`config.mk`:
```
export PLATFORM = sky130hd
export DESIGN_NAME = url_query_string_decoder
export DESIGN_NICKNAME = d
export VERILOG_FILES = /design/src/uqsd_pkg.sv /design/src/uqsd_front.sv /design/src/uqsd_queue.sv /design/src/uqsd_back.sv /design/src/url_query_string_decoder.sv
export SDC_FILE = /design/constraint.sdc
export NUM_CORES = 1
export LEC_CHECK = 0
export BUFFER_PORTS_ARGS = -buffer_cell sky130_fd_sc_hd__buf_2
export CORE_MARGIN = 5
export CORE_UTILIZATION = 45
export CTS_BUF_LIST = sky130_fd_sc_hd__clkbuf_8
export CTS_CLUSTER_SIZE = 40
export DETAILED_ROUTE_END_ITERATION = 6
export PLACE_DENSITY = 0.69
export SLEW_MARGIN = 20
export SYNTH_ARGS = -nofsm -noshare
export SYNTH_HDL_FRONTEND = slang
export SYNTH_SLANG_ARGS = --single-unit
```
`constraint.sdc`:
```
create_clock -name clk -period 3.4 [get_ports clk]
set_input_delay 0.51 -clock clk [delete_from_list [all_inputs] [get_ports clk]]
set_output_delay 0.51 -clock clk [all_outputs]
set_load 0.02 [all_outputs]
```
`src/uqsd_pkg.sv`:
```
// Shared types and constants for the URL query string decoder.
`default_nettype none
package uqsd_pkg;

  // Result kinds on the output channel
  localparam logic [1:0] KIND_KEY       = 2'd0;
  localparam logic [1:0] KIND_VALUE     = 2'd1;
  localparam logic [1:0] KIND_PAIR_END  = 2'd2;
  localparam logic [1:0] KIND_QUERY_END = 2'd3;

  // Special characters
  localparam logic [7:0] CH_PERCENT = 8'h25;
  localparam logic [7:0] CH_PLUS    = 8'h2B;
  localparam logic [7:0] CH_AMP     = 8'h26;
  localparam logic [7:0] CH_EQUAL   = 8'h3D;
  localparam logic [7:0] CH_SPACE   = 8'h20;

  // Default depth of the queue between front and back
  localparam int QUEUE_DEPTH_DEF = 4;

  // Everything one input word produces, in output order: data, pair end, query end
  typedef struct packed {
    logic       has_data;
    logic       is_value;
    logic [7:0] data;
    logic       has_pair_end;
    logic       has_query_end;
    logic       ok;
  } uqsd_bundle_t;

endpackage
`default_nettype wire

```
`src/uqsd_front.sv`:
```
// Front end: accepts raw bytes, tracks parse state, builds one result bundle per byte.
`default_nettype none
module uqsd_front (
  input  wire logic                  clk,
  input  wire logic                  rst_n,
  input  wire logic                  accept,
  input  wire logic [7:0]            in_byte,
  input  wire logic                  in_last,
  output logic                       bundle_push,
  output uqsd_pkg::uqsd_bundle_t     bundle
);
  import uqsd_pkg::*;

  localparam logic [1:0] ESC_NONE = 2'd0;
  localparam logic [1:0] ESC_HI   = 2'd1;
  localparam logic [1:0] ESC_LO   = 2'd2;

  logic       value_part_r, value_part_nxt;
  logic [1:0] esc_r, esc_nxt;
  logic [3:0] hi_nib_r, hi_nib_nxt;
  logic       err_r, err_nxt;
  logic       pair_open_r, pair_open_nxt;

  logic       is_hex;
  logic [3:0] hex_val;
  logic       err_fin;

  // Hex digit decode, either case
  always_comb begin
    is_hex  = 1'b0;
    hex_val = 4'd0;
    if (in_byte >= 8'h30 && in_byte <= 8'h39) begin
      is_hex  = 1'b1;
      hex_val = 4'(in_byte - 8'h30);
    end else if (in_byte >= 8'h61 && in_byte <= 8'h66) begin
      is_hex  = 1'b1;
      hex_val = 4'(in_byte - 8'h57);
    end else if (in_byte >= 8'h41 && in_byte <= 8'h46) begin
      is_hex  = 1'b1;
      hex_val = 4'(in_byte - 8'h37);
    end
  end

  // Next state and result bundle for the current byte
  always_comb begin
    value_part_nxt = value_part_r;
    esc_nxt        = esc_r;
    hi_nib_nxt     = hi_nib_r;
    err_nxt        = err_r;
    pair_open_nxt  = pair_open_r;
    bundle         = '0;
    bundle.is_value = value_part_r;
    err_fin        = 1'b0;

    if (!err_r) begin
      if (esc_r != ESC_NONE) begin
        if (!is_hex) begin
          err_nxt = 1'b1;
          esc_nxt = ESC_NONE;
        end else if (esc_r == ESC_HI) begin
          hi_nib_nxt = hex_val;
          esc_nxt    = ESC_LO;
        end else begin
          bundle.has_data = 1'b1;
          bundle.data     = {hi_nib_r, hex_val};
          esc_nxt         = ESC_NONE;
        end
      end else if (in_byte == CH_AMP) begin
        bundle.has_pair_end = pair_open_r;
        pair_open_nxt       = 1'b0;
        value_part_nxt      = 1'b0;
      end else if (in_byte == CH_PERCENT) begin
        pair_open_nxt = 1'b1;
        esc_nxt       = ESC_HI;
      end else if (in_byte == CH_EQUAL && !value_part_r) begin
        pair_open_nxt  = 1'b1;
        value_part_nxt = 1'b1;
      end else begin
        pair_open_nxt   = 1'b1;
        bundle.has_data = 1'b1;
        bundle.data     = (in_byte == CH_PLUS) ? CH_SPACE : in_byte;
      end
    end

    // Final byte closes an open pair (unless in error) and the query, then state clears
    if (in_last) begin
      err_fin = err_nxt | (esc_nxt != ESC_NONE);
      if (!err_fin && pair_open_nxt) begin
        bundle.has_pair_end = 1'b1;
      end
      bundle.has_query_end = 1'b1;
      bundle.ok            = ~err_fin;
      value_part_nxt       = 1'b0;
      esc_nxt              = ESC_NONE;
      hi_nib_nxt           = 4'd0;
      err_nxt              = 1'b0;
      pair_open_nxt        = 1'b0;
    end
  end

  assign bundle_push = accept &
                       (bundle.has_data | bundle.has_pair_end | bundle.has_query_end);

  // State registers
  always_ff @(posedge clk) begin
    if (!rst_n) begin
      value_part_r <= 1'b0;
      esc_r        <= ESC_NONE;
      hi_nib_r     <= 4'd0;
      err_r        <= 1'b0;
      pair_open_r  <= 1'b0;
    end else if (accept) begin
      value_part_r <= value_part_nxt;
      esc_r        <= esc_nxt;
      hi_nib_r     <= hi_nib_nxt;
      err_r        <= err_nxt;
      pair_open_r  <= pair_open_nxt;
    end
  end

endmodule
`default_nettype wire

```
`src/uqsd_queue.sv`:
```
// Small register queue of result bundles between front and back.
`default_nettype none
module uqsd_queue #(
  parameter int DEPTH = uqsd_pkg::QUEUE_DEPTH_DEF
) (
  input  wire logic                  clk,
  input  wire logic                  rst_n,
  input  wire logic                  push,
  input  wire uqsd_pkg::uqsd_bundle_t push_data,
  output logic                       full,
  input  wire logic                  pop,
  output logic                       head_valid,
  output uqsd_pkg::uqsd_bundle_t     head
);
  import uqsd_pkg::*;

  localparam int PTR_W = (DEPTH > 1) ? $clog2(DEPTH) : 1;
  localparam int CNT_W = $clog2(DEPTH + 1);

  uqsd_bundle_t     mem_r [DEPTH];
  logic [PTR_W-1:0] wr_ptr_r, rd_ptr_r;
  logic [CNT_W-1:0] count_r;
  logic             do_push, do_pop;

  assign full       = (count_r == CNT_W'(DEPTH));
  assign head_valid = (count_r != '0);
  assign head       = mem_r[rd_ptr_r];
  assign do_push    = push & ~full;
  assign do_pop     = pop & head_valid;

  // Storage
  always_ff @(posedge clk) begin
    if (do_push) begin
      mem_r[wr_ptr_r] <= push_data;
    end
  end

  // Pointers and fill count
  always_ff @(posedge clk) begin
    if (!rst_n) begin
      wr_ptr_r <= '0;
      rd_ptr_r <= '0;
      count_r  <= '0;
    end else begin
      if (do_push) begin
        wr_ptr_r <= (wr_ptr_r == PTR_W'(DEPTH - 1)) ? '0 : wr_ptr_r + 1'b1;
      end
      if (do_pop) begin
        rd_ptr_r <= (rd_ptr_r == PTR_W'(DEPTH - 1)) ? '0 : rd_ptr_r + 1'b1;
      end
      if (do_push && !do_pop) begin
        count_r <= count_r + 1'b1;
      end else if (do_pop && !do_push) begin
        count_r <= count_r - 1'b1;
      end
    end
  end

endmodule
`default_nettype wire

```
`src/uqsd_back.sv`:
```
// Back end: walks the head bundle and presents its results one word at a time.
`default_nettype none
module uqsd_back (
  input  wire logic                   clk,
  input  wire logic                   rst_n,
  input  wire logic                   head_valid,
  input  wire uqsd_pkg::uqsd_bundle_t head,
  output logic                        head_pop,
  output logic                        empty,
  input  wire logic                   pop,
  output logic [1:0]                  out_result_kind,
  output logic [7:0]                  out_decoded_byte,
  output logic                        out_query_ok,
  output logic                        out_last
);
  import uqsd_pkg::*;

  // bit 0 data, bit 1 pair end, bit 2 query end
  logic [2:0] done_r, done_nxt;
  logic [2:0] present, left, cur;
  logic       take;

  assign present = {head.has_query_end, head.has_pair_end, head.has_data};
  assign left    = present & ~done_r;
  assign cur     = left & (~left + 3'd1);
  assign empty   = ~head_valid;
  assign take    = pop & head_valid;
  assign out_last = ((left & ~cur) == 3'b000);
  assign head_pop = take & out_last;

  // Result fields of the selected entry
  always_comb begin
    out_result_kind  = KIND_QUERY_END;
    out_decoded_byte = 8'd0;
    out_query_ok     = 1'b0;
    if (cur[0]) begin
      out_result_kind  = head.is_value ? KIND_VALUE : KIND_KEY;
      out_decoded_byte = head.data;
    end else if (cur[1]) begin
      out_result_kind = KIND_PAIR_END;
    end else begin
      out_query_ok = head.ok;
    end
  end

  always_comb begin
    done_nxt = done_r;
    if (take) begin
      done_nxt = out_last ? 3'b000 : (done_r | cur);
    end
  end

  always_ff @(posedge clk) begin
    if (!rst_n) begin
      done_r <= 3'b000;
    end else begin
      done_r <= done_nxt;
    end
  end

endmodule
`default_nettype wire

```
`src/url_query_string_decoder.sv`:
```
// Top level of the URL query string decoder.
// Decodes an application/x-www-form-urlencoded query string, one byte per word
// on the input queue (in_last on the final byte). Each byte is taken by the
// front parser and turned into up to three results (key/value byte, pair end,
// query end), which go through a small bundle queue to the back end; the back
// end presents one result word per cycle while pop is high. Input runs at one
// byte per cycle as long as results are popped as fast as they are made; a byte
// with several results stays at the queue head until all are popped, and full
// rises once QUEUE_DEPTH bundles are waiting. A malformed or truncated escape
// mutes further output until the query end, which then carries out_query_ok = 0.
`default_nettype none
module url_query_string_decoder #(
  parameter int QUEUE_DEPTH = uqsd_pkg::QUEUE_DEPTH_DEF
) (
  input  wire logic       clk,
  input  wire logic       rst_n,
  input  wire logic       push,
  output logic            full,
  input  wire logic [7:0] in_byte,
  input  wire logic       in_last,
  output logic            empty,
  input  wire logic       pop,
  output logic [1:0]      out_result_kind,
  output logic [7:0]      out_decoded_byte,
  output logic            out_query_ok,
  output logic            out_last
);
  import uqsd_pkg::*;

  logic         accept;
  logic         bundle_push;
  uqsd_bundle_t bundle;
  logic         head_valid;
  uqsd_bundle_t head;
  logic         head_pop;

  assign accept = push & ~full;

  uqsd_front u_front (
    .clk         (clk),
    .rst_n       (rst_n),
    .accept      (accept),
    .in_byte     (in_byte),
    .in_last     (in_last),
    .bundle_push (bundle_push),
    .bundle      (bundle)
  );

  uqsd_queue #(
    .DEPTH (QUEUE_DEPTH)
  ) u_queue (
    .clk        (clk),
    .rst_n      (rst_n),
    .push       (bundle_push),
    .push_data  (bundle),
    .full       (full),
    .pop        (head_pop),
    .head_valid (head_valid),
    .head       (head)
  );

  uqsd_back u_back (
    .clk              (clk),
    .rst_n            (rst_n),
    .head_valid       (head_valid),
    .head             (head),
    .head_pop         (head_pop),
    .empty            (empty),
    .pop              (pop),
    .out_result_kind  (out_result_kind),
    .out_decoded_byte (out_decoded_byte),
    .out_query_ok     (out_query_ok),
    .out_last         (out_last)
  );

endmodule
`default_nettype wire

```
After elaboration in Yosys (flattened, before gate mapping)
Memories as Yosys holds them, arrays and structs flattened. A register that Yosys moved wholly into a read port is not among the register bits.
Cells that the tools add are included.
{"block": "word_totals", "elab_cells": 142, "in_bits": 13, "reg_bits": 19, "memories": 1, "ram_bits": 52}
{"block": "classes", "mux": 66, "eq_ne": 11, "n_addsub": 8, "order_cmp": 6, "bitwise_logic": 19, "n_reduce_logical": 22}
{"name": "u_queue.mem_r", "depth": 4, "word_bits": 13, "read_ports": 1, "rd_clocked_by_memory_dff": 1, "write_ports": 1, "line": "uqsd_queue.sv:20", "source": "uqsd_bundle_t mem_r [DEPTH];"}
{"operator": "$mux W8", "count": 8}
{"operator": "$mux W1", "count": 33}
{"operator": "$eq A8 B6 Y1 const B", "count": 4}
{"operator": "$mux W4", "count": 8}
{"operator": "$mux W2", "count": 12}
{"operator": "$ge A8 B7 Y1 const B", "count": 2}
{"operator": "$le A8 B7 Y1 const B", "count": 2}
{"operator": "$mux W3", "count": 4}
{"operator": "$reduce_bool A2 Y1", "count": 6}
{"operator": "$reduce_and A5 Y1", "count": 2}
{"operator": "$and A3 B3 Y3", "count": 3}
{"operator": "$mux W9", "count": 1}
{"operator": "$not A3 Y3", "count": 3}
{"operator": "$ge A8 B6 Y1 const B", "count": 1}
{"operator": "$le A8 B6 Y1 const B", "count": 1}
{"operator": "$sub A4 B3 Y4 const B", "count": 2}
{"operator": "$logic_and A1 B1 Y1", "count": 7}
{"operator": "$add A3 B1 Y3 const B", "count": 2}
{"operator": "$and A1 B1 Y1", "count": 6}
{"operator": "$reduce_bool A3 Y1", "count": 2}
{"operator": "$add A2 B1 Y2 const B", "count": 2}
{"operator": "$eq A2 B2 Y1 const B", "count": 2}
{"operator": "$logic_not A1 Y1", "count": 4}
{"operator": "$ne A2 B2 Y1 const B", "count": 2}
{"operator": "other kinds (9)", "count": 13}

Longest topological paths before layout
{"block": "logic_depth", "word_depth": 22, "mapped_depth": 14, "ltp_nobuf": 13}

Modules after synthesis
Synthesis repeated with hierarchy kept, for this count alone.
{"block": "unflattened", "hier_cells": 277, "hier_area_um2": 3649.8}
{"mod": "uqsd_queue", "seq_area_each_um2": 1741.7, "cells_per_inst": 118, "area_per_inst_um2": 2399.8, "instances": 1}
{"mod": "uqsd_front", "seq_area_each_um2": 180.2, "cells_per_inst": 124, "area_per_inst_um2": 944.7, "instances": 1}
{"mod": "uqsd_back", "seq_area_each_um2": 60.1, "cells_per_inst": 34, "area_per_inst_um2": 291.5, "instances": 1}
{"mod": "url_query_string_decoder", "seq_area_each_um2": 0.0, "cells_per_inst": 1, "area_per_inst_um2": 13.8, "instances": 1}

Worst setup path before layout
Ideal clock, no wire load.
{"block": "synth_timing", "path_kind": "input to register", "start": "input in_byte[0]", "end": "register u_queue.count_r[2]", "slack_ns": 0.135, "cell_stages": 14, "t_arrival_ns": 3.189, "cell_sequence": "inv_1 -> ha_1 -> or3b_2 -> nand4_1 -> a21oi_1 -> o21a_1 -> o31a_1 -> buf_6 -> ha_1 -> inv_1 -> fa_1 -> xor2_1 -> or3_1 -> a21boi_0"}
{"element": "start: declaration", "line": "url_query_string_decoder.sv:19", "source": "input wire logic [7:0] in_byte,"}
{"element": "end signal: assignment", "line": "uqsd_queue.sv:52", "source": "count_r <= count_r + 1'b1;"}
{"element": "end signal: assignment", "line": "uqsd_queue.sv:54", "source": "count_r <= count_r - 1'b1;"}
{"element": "end: declaration", "line": "uqsd_queue.sv:22", "source": "logic [CNT_W-1:0] count_r;"}

Worst setup path in the final report
{"block": "layout_timing", "start": "register u_front.esc_r[1]", "end": "register u_queue.count_r[2]"}
{"block": "layout_via", "elab_chain_cells": 18, "word_cells_on_any_way": 33}
{"element": "start: declaration", "line": "uqsd_front.sv:19", "source": "logic [1:0] esc_r, esc_nxt;"}
{"element": "start signal: assignment", "line": "uqsd_front.sv:114", "source": "esc_r <= esc_nxt;"}
{"element": "$eq A2 B1 Y1", "line": "uqsd_front.sv:60", "source": "end else if (esc_r == ESC_HI) begin"}
{"element": "$mux W2", "line": "uqsd_front.sv:60"}
{"element": "$mux W2", "line": "uqsd_front.sv:57", "source": "if (!is_hex) begin"}
{"element": "$mux W2", "line": "uqsd_front.sv:56", "source": "if (esc_r != ESC_NONE) begin"}
{"element": "$mux W2", "line": "uqsd_front.sv:55", "source": "if (!err_r) begin"}
{"element": "$reduce_bool A2 Y1", "line": "uqsd_front.sv:87", "source": "err_fin = err_nxt | (esc_nxt != ESC_NONE);"}
{"element": "$or A1 B1 Y1", "line": "uqsd_front.sv:87"}
{"element": "$logic_not A1 Y1", "line": "uqsd_front.sv:88", "source": "if (!err_fin && pair_open_nxt) begin"}
{"element": "$logic_and A1 B1 Y1", "line": "uqsd_front.sv:88"}
{"element": "$mux W1", "line": "uqsd_front.sv:88"}
{"element": "$mux W3", "line": "uqsd_front.sv:86", "source": "if (in_last) begin"}
{"element": "$or A1 B1 Y1 * (2 in series)", "line": "uqsd_front.sv:102", "source": "(bundle.has_data | bundle.has_pair_end | bundle.has_query_end);"}
{"element": "$and A1 B1 Y1 *", "line": "uqsd_front.sv:101", "source": "assign bundle_push = accept &"}
{"element": "$and A1 B1 Y1 *", "line": "uqsd_queue.sv:28", "source": "assign do_push = push & ~full;"}
{"element": "$logic_not A1 Y1", "line": "uqsd_queue.sv:53", "source": "end else if (do_pop && !do_push) begin"}
{"element": "$logic_and A1 B1 Y1", "line": "uqsd_queue.sv:53"}
{"element": "$reduce_bool A2 Y1 (no source line)"}
Every way passes the cells marked *; elsewhere a longest branch is shown, timed or not.
A chain may end at the register's enable or synchronous reset.

==> flow_metrics.tcl <==
set metrics [dict create \
    drcViolationCount 0 \
    antenna_cells 0 \
    critPathArrivalTime_ns 3.35 \
    ctsResizeCount 0 \
    hold_violations 0 \
    cts_setup_buffers 0 \
    netlist_instances 261 \
    power_density_nw_per_um2 607 \
    fin_crit_ns 3.08 \
    rsz0062_at_grt "no" \
    num_vias 2116 \
    place_area_um2 3700 \
    max_slew_margin_pct 54.6 \
    period_share_pct 90.6 \
    ant_nets 0 \
    cap_violations 0 \
    p_int_mw 1.60 \
    final_max_slew_viol_count 0 \
    yosysMostFrequentCell "edfxtp_1" \
    grt_pass1_vias 2108 \
    dp.final_hpwl_um 4570 \
    status "finished clean" \
    numCtsBuffers 9 \
    cts_max_path_buffers 2 \
    synth_edf_count 52 \
    crit_path_start_kind "flip-flop" \
    yosys_warnings 0 \
    clk_pin_slew_ns 0.08 \
    sequentialPowerShare_pct 46.9 \
    worstPathRequired_ns 3.67 \
    skew_ns 0.00858 \
    p_leak_nw 1.39 \
    routed_wl_um 6310 \
    cts_tree "done" \
    design_area_um2 3880 \
    netlist-cell-type-count 48 \
    overflow 0 \
    antenna_found_initial 0 \
    cts.sinks 73 \
    end_kind "flip-flop" \
    cts_hold_buf 0 \
    synth_commonest_cells "52 x edfxtp_1, 21 x dfxtp_1, 21 x nand2_1" \
    power.clock.fraction_pct 26.6 \
    synth.avg_cell_area_um2 13.0 \
    drive_gt1_share_pct 24.8 \
    hold_path.class "flip-flop to flip-flop" \
    setup_viol 0 \
    cts_max_level 3 \
    grt_max_degree 24 \
    vdd_ir_drop_max_mv 0.192 \
    path_class "flip-flop to flip-flop" \
    synth_async_sr_flop_share_pct 0 \
    ys.flop_type "edfxtp_1" \
    syn2layout_area_growth_pct 14.4 \
    dieWidth_um 96.9 \
    cts_root_buffer "clkbuf_8" \
    ys_seq_area_share_pct 58.3 \
    wire_per_inst_um 15.6 \
    start_util_pct 46.6 \
    rows 31 \
    globalplace.congestion 0.895 \
    grt_use_total_pct 14.1 \
    synthTopCellsByArea "edfxtp_1 46%, dfxtp_1 12%, mux4_2 8.6%" \
    p_sw_share_pct 32.1 \
    grt_pass1_wl_um 10500 \
    clock_latency_ns 0.35 \
    switchingPower_uw 757 \
    die_height_um 96.9 \
    syn_nets 285 \
    fin_tns_setup_ns 0 \
    synth_area_leader_cell "edfxtp_1" \
    timing.hold.ws_ns 0.483 \
    synth-seq-cells 73 \
    dr.first_iter.drc_count 85 \
    nets 325 \
    drtPass1Iterations 4 \
    die-area_um2 9390 \
    top_level_ports 27 \
    max_freq_mhz 325 \
    core-area_um2 7290 \
    synth_area_um2 3400 \
    synth_top_area_share_pct 46.0 \
    p_comb_share_pct 26.5 \
    tightest_slew_ns 0.681 \
    io_buffers 26 \
    path_max_fanout 7 \
    vias_per_cell 5.22 \
]
## kinds of logic (layout without fill, tap and decap cells)
| family | Yosys count | count (layout) | share of synthesized area (%) |
|---|---|---|---|
| DFF | 73 | 73 | 58.3 |
| and+or+nand+nor | 95 | 95 | 15.6 |
| adders and majority gates | 12 | 12 | 4.57 |
| AOI/OAI and AO/OA | 43 | 43 | 8.43 |
| muxes | 18 | 18 | 10.1 |
| xor gates and xnor gates | 3 | 3 | 0.774 |
| buffers and inverters | 17 | 62 | 2.14 |
## worst paths after layout
kind         slack, ns  cells past startpoint                           from                               to
min               0.48                      1  u_back.done_r[2]$_SDFFE_PN0P_    u_back.done_r[2]$_SDFFE_PN0P_
min reg2reg       0.48                      1  u_back.done_r[2]$_SDFFE_PN0P_    u_back.done_r[2]$_SDFFE_PN0P_
max               0.32                     11  u_front.esc_r[1]$_SDFFE_PN0P_  u_queue.count_r[2]$_SDFFE_PN0P_
max reg2reg       0.32                     11  u_front.esc_r[1]$_SDFFE_PN0P_  u_queue.count_r[2]$_SDFFE_PN0P_
## layout make-up
cell class	instances	area [um2]
inverters	7	26.3
clock inverters	7	58.8
multi-input cells	171	1340
well taps	99	124
repair buffers	39	228
flip-flops and latches	73	1980
clock buffers	9	124
fillers	642	3410
## routing by layer
layer,GRT usage (%),up-vias,share of wire [%]
met3,3.74,9,3.1
met5,0,-,0
met4,5.40,0,1.5
met1,18.1,1030,46
met2,22.9,26,50
li1,-,1051,-
## cells in the final DEF (no fill, tap or decap), types with 2 or more instances in the layout
master / Yosys / final
o31a_1: 2 / 2
buf_4: 0 / 13
nand2b_1: 4 / 4
nor2b_1: 18 / 18
a31oi_1: 3 / 3
clkinvlp_4: 0 / 2
a21boi_0: 4 / 4
o21a_1: 2 / 2
dfxtp_1: 21 / 21
clkbuf_8: 0 / 9
and3_1: 3 / 3
nor2_1: 20 / 20
inv_6: 0 / 4
o21ai_0: 11 / 11
or3b_2: 2 / 2
a21oi_1: 7 / 7
a22oi_1: 9 / 9
nor3_1: 4 / 4
or3_1: 2 / 2
edfxtp_1: 52 / 52
ha_1: 10 / 10
mux4_2: 13 / 13
inv_1: 7 / 7
mux2i_1: 4 / 4
nand3_1: 4 / 4
and2_1: 6 / 6
buf_2: 1 / 26
xnor2_1: 2 / 2
nand2_1: 21 / 21
## power by group through the flow
stage	registers, mW	logic [mW]	clock network (mW)
finish	1.11	0.626	0.628
global route	1.12	0.697	0.692
detailed placement	1.13	0.638	0
CTS	1.11	0.639	0.644
floorplan	1.11	0.465	0
global placement	1.12	0.628	0
## per-stage QoR
step	power (mW)	worst slack [ns]	cells	utilization [%]
after floorplan	1.58	0.135	261	-
after global placement	1.75	0.126	389	50.8
after detailed placement	1.76	-0.00486	389	50.8
after CTS	2.39	0.286	405	53.3
after global routing	2.51	0.124	405	53.3
final	2.36	0.319	405	53.3
## registers in the layout (all words and copies together), names as in the netlist, named ones only
name	cells
u_queue.mem_r	52
u_front.hi_nib_r	4
u_back.done_r	3
u_queue.count_r	3
u_front.esc_r	2
u_queue.rd_ptr_r	2
u_queue.wr_ptr_r	2
u_front.err_r	1
u_front.pair_open_r	1
u_front.value_part_r	1
## critical path, stage by stage, from the launching register on
cell and delay (ns):
dfxtp_1 0.47, nor2b_1 0.09, or3b_2 0.48, a311oi_2 0.31, o21a_1 0.17, o31a_1 0.17
ha_1 0.19, inv_1 0.07, fa_1 0.43, xor2_1 0.17, or3_1 0.30, a21boi_0 0.17
No activity file was read; power rests on OpenSTA's default activity.
